--- config.mk ---
export PLATFORM = sky130hd
export DESIGN_NAME = bcomp_muldiv
export DESIGN_NICKNAME = d
export VERILOG_FILES = /design/src/rtl/core/bcomp_pkg.sv /design/src/rtl/core/bcomp_muldiv.sv
export SDC_FILE = /design/constraint.sdc
export NUM_CORES = 1
export LEC_CHECK = 0
export BUFFER_PORTS_ARGS = -buffer_cell sky130_fd_sc_hd__clkbuf_2
export CAP_MARGIN = 20
export CORE_ASPECT_RATIO = 1.5
export CORE_UTILIZATION = 50
export DETAILED_ROUTE_END_ITERATION = 12
export GPL_ROUTABILITY_DRIVEN = 0
export PLACE_DENSITY = 0.68
export SLEW_MARGIN = 10
export SYNTH_ARGS = -nofsm -noshare
export SYNTH_HDL_FRONTEND = slang
export SYNTH_SLANG_ARGS = --single-unit
export TNS_END_PERCENT = 20
--- constraint.sdc ---
create_clock -name aclk -period 8.6 [get_ports aclk]
set_clock_uncertainty 0.1 [all_clocks]
set_input_delay 1.29 -clock aclk [delete_from_list [all_inputs] [get_ports aclk]]
set_output_delay 1.29 -clock aclk [all_outputs]
set_load 0.005 [all_outputs]
--- src/rtl/core/bcomp_pkg.sv ---
`timescale 1ns / 1ps
`default_nettype none
// ----------------------------------------------------------------------------
// bcomp_pkg: shared types and constants
// Opcodes of the shared arithmetic unit, sequencer states and widths.
// ----------------------------------------------------------------------------
package bcomp_pkg;

    localparam int unsigned ADC_W  = 20;
    localparam int unsigned WORD_W = 64;
    localparam int unsigned CFG_W  = 64;
    localparam int unsigned IDX_W  = 2;
    localparam int unsigned OUT_W  = 32;

    // register indexes
    localparam logic [IDX_W-1:0] REG_CAL_TEMP  = 2'd0;
    localparam logic [IDX_W-1:0] REG_PRESS_LOW = 2'd1;
    localparam logic [IDX_W-1:0] REG_PRESS_HI  = 2'd2;
    localparam logic [IDX_W-1:0] REG_PRESS_LST = 2'd3;

    localparam logic CMD_TEMP  = 1'b0;
    localparam logic CMD_PRESS = 1'b1;

    // sequencer states
    typedef enum logic [2:0] {
        ST_IDLE,
        ST_RUN,
        ST_MUL,
        ST_DIV,
        ST_OUT
    } state_t;

    // ALU opcodes
    typedef enum logic [1:0] {
        OP_ADD,
        OP_SUB,
        OP_SHL,
        OP_SRA
    } alu_op_t;

    // 64-bit two's complement wrap multiply is done bit-serially
    localparam int unsigned MUL_STEPS = 64;
    localparam int unsigned DIV_STEPS = 64;

endpackage
`default_nettype wire

--- src/rtl/core/bcomp_muldiv.sv ---
`timescale 1ns / 1ps
`default_nettype none
// ----------------------------------------------------------------------------
// bcomp_muldiv: shared iterative multiplier and divider
// Radix-2 wrap multiply (low 64 bits) and restoring unsigned divide, one
// bit per cycle. Signs of the divide are handled by the caller.
// ----------------------------------------------------------------------------
module bcomp_muldiv (
    input  wire logic                          aclk,
    input  wire logic                          aresetn,
    input  wire logic                          start_mul,
    input  wire logic                          start_div,
    input  wire logic [bcomp_pkg::WORD_W-1:0]  op_a,
    input  wire logic [bcomp_pkg::WORD_W-1:0]  op_b,
    output logic                               done,
    output logic [bcomp_pkg::WORD_W-1:0]       result
);

    localparam int unsigned W = bcomp_pkg::WORD_W;

    logic          busy_reg, busy_next;
    logic          is_div_reg, is_div_next;
    logic [6:0]    cnt_reg, cnt_next;
    logic [W-1:0]  a_reg, a_next;
    logic [W-1:0]  b_reg, b_next;
    logic [W-1:0]  acc_reg, acc_next;
    logic [W:0]    trial;
    logic [W-1:0]  rem_sh;

    assign rem_sh = {acc_reg[W-2:0], a_reg[W-1]};
    assign trial  = {1'b0, rem_sh} - {1'b0, b_reg};

    // one multiply or divide step per cycle
    always_comb begin
        busy_next   = busy_reg;
        is_div_next = is_div_reg;
        cnt_next    = cnt_reg;
        a_next      = a_reg;
        b_next      = b_reg;
        acc_next    = acc_reg;
        done        = 1'b0;
        if (!busy_reg) begin
            if (start_mul || start_div) begin
                busy_next   = 1'b1;
                is_div_next = start_div;
                cnt_next    = '0;
                a_next      = op_a;
                b_next      = op_b;
                acc_next    = '0;
            end
        end else if (!is_div_reg) begin
            if (a_reg[0]) begin
                acc_next = acc_reg + b_reg;
            end
            a_next   = a_reg >> 1;
            b_next   = b_reg << 1;
            cnt_next = cnt_reg + 7'd1;
            if (cnt_reg == 7'(bcomp_pkg::MUL_STEPS - 1)) begin
                busy_next = 1'b0;
                done      = 1'b1;
            end
        end else begin
            // remainder in acc, quotient shifts into a
            if (!trial[W] || acc_reg[W-1]) begin
                acc_next = trial[W-1:0];
                a_next   = {a_reg[W-2:0], 1'b1};
            end else begin
                acc_next = rem_sh;
                a_next   = {a_reg[W-2:0], 1'b0};
            end
            cnt_next = cnt_reg + 7'd1;
            if (cnt_reg == 7'(bcomp_pkg::DIV_STEPS - 1)) begin
                busy_next = 1'b0;
                done      = 1'b1;
            end
        end
    end

    always_comb begin
        result = is_div_reg ? a_next : acc_next;
    end

    always_ff @(posedge aclk) begin
        if (!aresetn) begin
            busy_reg <= 1'b0;
        end else begin
            busy_reg <= busy_next;
        end
        is_div_reg <= is_div_next;
        cnt_reg    <= cnt_next;
        a_reg      <= a_next;
        b_reg      <= b_next;
        acc_reg    <= acc_next;
    end

endmodule
`default_nettype wire
; Word level (Yosys, flattened, before mapping)
; Index checks and enable logic that the tools add are counted.
[totals]
out_inout_bits = 65
ff_bits = 201
wordCells = 38
[classes]
reduce_logical = 6
eq_ne = 2
bitwise = 1
mux = 20
n_addsub = 3
[op_table]
columns = op, n
row1 = two-way mux 64 bit, 12
row2 = subtractor 64 x 64 -> 65 bit, 1
row3 = adder 64 bit, 1
row4 = two-way mux 7 bit, 2
row5 = adder 7 x 1 -> 7 bit (second input constant), 1
row6 = == test 7 x 6 -> 1 bit (second input constant), 1
row7 = two-way mux 1 bit, 6
row8 = AND reduction 2 bit, 2
row9 = logical OR 1 bit, 2
row10 = != test 2 bit (second input constant), 1
row11 = nonzero test 2 bit, 1
row12 = logical NOT 1 bit, 1
row13 = NOT 1 bit, 1

; Longest topological paths before layout
[logic_depth]
depth_word = 7
mapped_depth = 15

; Worst setup path before layout
; Ideal clock, no wire load.
[synth_path]
path_kind = input-to-reg
start = input port start_div
end = register b_reg[0] (enable)
setup_ns = 0.487
required_ns = 8.013
arrival_ns = 4.517
cell_stages = 4
setup_slack_ns = 3.497
path_buffers = 2
cell_sequence = nor3_1 > clkbuf_1 > buf_1 > nor2_1
[synth_via]
elab_chain_len = 3
[synth_lines]
columns = item, line
row1 = "start, declared", bcomp_muldiv.sv:12  ; input wire logic start_div,
row2 = logical OR 1 bit, bcomp_muldiv.sv:43  ; if (start_mul || start_div) begin
row3 = nonzero test 2 bit (no source line), -
row4 = AND reduction 2 bit (no source line), -
row5 = "end signal, assigned", bcomp_muldiv.sv:92  ; b_reg <= b_next;
row6 = "end, declared", bcomp_muldiv.sv:25  ; logic [W-1:0] b_reg, b_next;
; Every way passes these cells.
; A chain may end at the register's enable or synchronous reset.

; Worst setup path after layout
[layout_path]
start = register a_reg[63]
end = output port result[0] (netlist bit)
[layout_via]
elab_chain_len = 7
[layout_lines]
columns = item, line
row1 = "start, declared", bcomp_muldiv.sv:24  ; logic [W-1:0] a_reg, a_next;
row2 = "start signal, assigned", bcomp_muldiv.sv:91  ; a_reg <= a_next;
row3 = subtractor 64 x 64 -> 65 bit, bcomp_muldiv.sv:31  ; assign trial = {1'b0, rem_sh} - {1'b0, b_reg};
row4 = logical NOT 1 bit, bcomp_muldiv.sv:64  ; if (!trial[W] || acc_reg[W-1]) begin
row5 = logical OR 1 bit, bcomp_muldiv.sv:64
row6 = two-way mux 1 bit, bcomp_muldiv.sv:64
row7 = two-way mux 64 bit, bcomp_muldiv.sv:51  ; end else if (!is_div_reg) begin
row8 = two-way mux 64 bit, bcomp_muldiv.sv:42  ; if (!busy_reg) begin
row9 = named net a_next[0], bcomp_muldiv.sv:24
row10 = two-way mux 64 bit, bcomp_muldiv.sv:80  ; result = is_div_reg ? a_next : acc_next;
row11 = "end, declared", bcomp_muldiv.sv:16  ; output logic [bcomp_pkg::WORD_W-1:0] result
; The timed path passes the listed nets, and every way through them passes these cells.

==> impl_metrics.yaml <==
floorplanning:
  design.core.area_um2: 37800
  row_count: 87
  initial_core_util: 0.509
  io_pins: 197
  dieWidth_um: 162
  dieArea_um2: 39300
  die_h_um: 242
critical_path:
  crit_required_ns: 7.21
  critPathLaunch: "a_reg[63]"
  crit_path_top_delay_cell: "a21oi_1"
  cp-end-kind: "output pin"
  crit_type: "reg2out"
  critPathBufInv: 2
  r2r-start: "a_reg[63]"
  worstPathCellList: "inv_1, ha_1, fa_1, nand2b_1, a21oi_1, o211ai_1, nand3_1, o2111ai_1, a21oi_1, or2_4, nand2_1, a31oi_1, o21a_1, clkbuf_2"
  crit_fanout: 40
  timing.critical_path.mode_cell: "a21oi_1"
  start_kind: "flip-flop"
  worst_path_dominant_cell_family: "compound AO/OA/AOI/OAI gates"
  max_stage_delay_ns: 0.92
  critPathArrivalTime_ns: 5.25
layout:
  fin_cells: 3058
  fin_util: 0.565
  nets: 2811
  areaGrowthSynthToFinish_pct: 10.9
  layout-drive-gt1-share: 0.147
routing:
  drt_iter0_drc: 1729
  ant_nets: 0
  routed_via_density: 6.55
  vias: 20000
  drt_wl_total_um: 73600
  dr.pass1.iters: 6
  drc: 0
  wl_per_cell_um: 24.1
clocking:
  cts_made_buffers: 25
  hold_buffers: 0
  cts_root_buf: "clkbuf_16"
  cts_buffer_depth: 3
  cts_tree: "built"
  post_cts.repair.setup_buffers: 0
  path_clk_slew_ns: 0.07
  h-tree-depth: 1
  cts.sinks: 201
  post_cts_resized: 0
  clkLatencyLatePin_ns: 0.59
global_routing:
  grt-ovfl-total: 0
  grt_start_max_net_pins: 155
  use_met2: 0.611
  grtUsageTotal: 0.369
  met3_usage: 0.0685
  grt_antenna_before_repair: 5
  grt_pass1_vias: 19400
  top_usage_layer: "met2"
  grt_pass1_wl_um: 111000
  use_met1: 0.387
logic_synthesis:
  synth-seq-area-share: 0.247
  syn_inst: 2464
  syn_nets: 2726
  synth-edff-count: 72
  ys_types: 82
  synth_top_flop_cell: "dfxtp_1"
  ys_ff_latch: 201
  ys_warn_count: 0
  avgSynthCellArea_um2: 7.81
  syn_area_um2: 19200
  async_flop_share: 0
timing:
  fin_setup_tns_ns: 0
  slew_viol_final: 0
  rsz0062_at_grt: "false"
  setup_viol: 0
  setup_slack_ns: 1.96
  finalCriticalPeriod_ns: 6.64
  tightest_slew_ns: 1.12
  whs_ns: 0.420
  finalHoldViolations: 0
  fin_crit_sh: 0.772
  max_slew_margin: 0.251
  clock.fmax_mhz: 151
placement:
  port_buffers: 196
  place_inst: 3010
  place_ws_ns: 2.95
  hpwl_um: 54900
worst_hold_path:
  hold_path.startpoint: "a_reg[62]"
  worstHoldPathType: "reg2reg"
pwr:
  powerDensity_nw_per_um2: 335
  ir_worst_vdd_mv: 0.225
  p_leak_nw: 9.29
status:
  status: "finished clean"
job:
  maxCapViolCount: 0
-- cell type report --
cell class,count,area [µm²]
Fill cell,3556,16400
Multi-Input combinational cell,2000,13500
Sequential cell,201,4750
Timing Repair Buffer,219,1170
Clock buffer,31,679
Tap cell,489,612
Inverter,102,383
Clock inverter,15,234
Antenna cell,1,2.50
-- worst reg2reg max path, stage by stage (launching register included) --
cell,delay [ns]
dfxtp_1,0.39
inv_1,0.07
ha_1,0.23
fa_1,0.41
nand2b_1,0.20
a21oi_1,0.41
o211ai_1,0.17
nand3_1,0.22
o2111ai_1,0.23
a21oi_1,0.92
or2_4,0.76
mux2i_1,0.79
o221ai_1,0.24
-- report_power, final --
group          internal, mW  total [mW]  switching (mW)
Sequential             1.21        1.56           0.351
Combinational          1.60        4.39            2.78
Clock                 0.719        1.20           0.483
-- worst paths after layout --
kind,endpoint,slack [ns],cells after the start
min,a_reg[61],0.42,2
min reg2reg,a_reg[61],0.42,2
max,result[0],1.96,14
max reg2reg,acc_reg[34],3.31,12
-- cell usage after synthesis (all sizes together) (4+ instances only) --
library cell,n,share of area
xnor2,60,0.027
and4,7,0.0032
nand2b,25,0.0081
nand4,54,0.018
inv,100,0.020
a22o,18,0.0082
edfxtp,72,0.11
a22oi,39,0.015
a221o,8,0.0042
nand2,279,0.055
a221oi,5,0.0023
and3,19,0.0062
a2111oi,4,0.0025
nor2,138,0.027
a32o,11,0.0057
or2,8,0.0027
o21a,23,0.0090
a21oi,278,0.073
o211ai,33,0.013
a21boi,12,0.0047
buf,21,0.0057
clkbuf,140,0.027
or3,9,0.0029
nor4,10,0.0033
nor3,35,0.0091
mux2,96,0.056
mux2i,95,0.049
o21ai,180,0.047
ha,128,0.083
o31ai,7,0.0027
o211a,4,0.0021
a211oi,76,0.030
xor2,53,0.024
and2,4,0.0013
o2111ai,7,0.0032
nand3,35,0.0094
a31oi,33,0.011
o21bai,22,0.0086
o22ai,4,0.0013
o41ai,5,0.0027
dfxtp,129,0.13
nor2b,67,0.022
o221ai,8,0.0036
a21o,59,0.023
-- cell families after synthesis --
| kind of cell | Yosys count | synth area share |
|---|---|---|
| xor gates and xnor gates | 113 | 0.0515 |
| buffers and inverters | 263 | 0.0529 |
| and+or+nand+nor | 699 | 0.171 |
| muxes | 191 | 0.106 |
| adders and majority gates | 130 | 0.0853 |
| AOI/OAI and AO/OA | 867 | 0.287 |
| DFF | 201 | 0.247 |
-- cells in the final DEF, fill, tap and decap left out, types with 34 or more instances in the layout --
cell,instances
mux2_2,95
o21ai_0,178
a21oi_1,276
dfxtp_1,127
inv_1,99
clkbuf_2,196
a21o_1,59
ha_1,128
nor3_1,34
xnor2_1,60
nand3_1,34
nor2_1,134
nand2_1,278
a211oi_1,76
a22oi_1,39
mux2i_1,95
nor2b_1,67
nand4_1,54
edfxtp_1,72
xor2_1,53
-- metal layers --
layer	vias up	part of all wire
met5	-	0.00090
met4	10	0.12
met3	402	0.072
met2	934	0.47
met1	9366	0.34
li1	9306	-
-- metrics by stage --
| stage | power (mW) | cell area, µm² |
|---|---|---|
| after floorplan | 4.48 | 19200 |
| after global placement | 5.68 | 20400 |
| after detailed placement | 5.73 | 20400 |
| after CTS | 6.94 | 21300 |
| after global routing | 7.55 | 21300 |
| final | 7.15 | 21300 |
No activity file was read; power rests on OpenSTA's default activity.
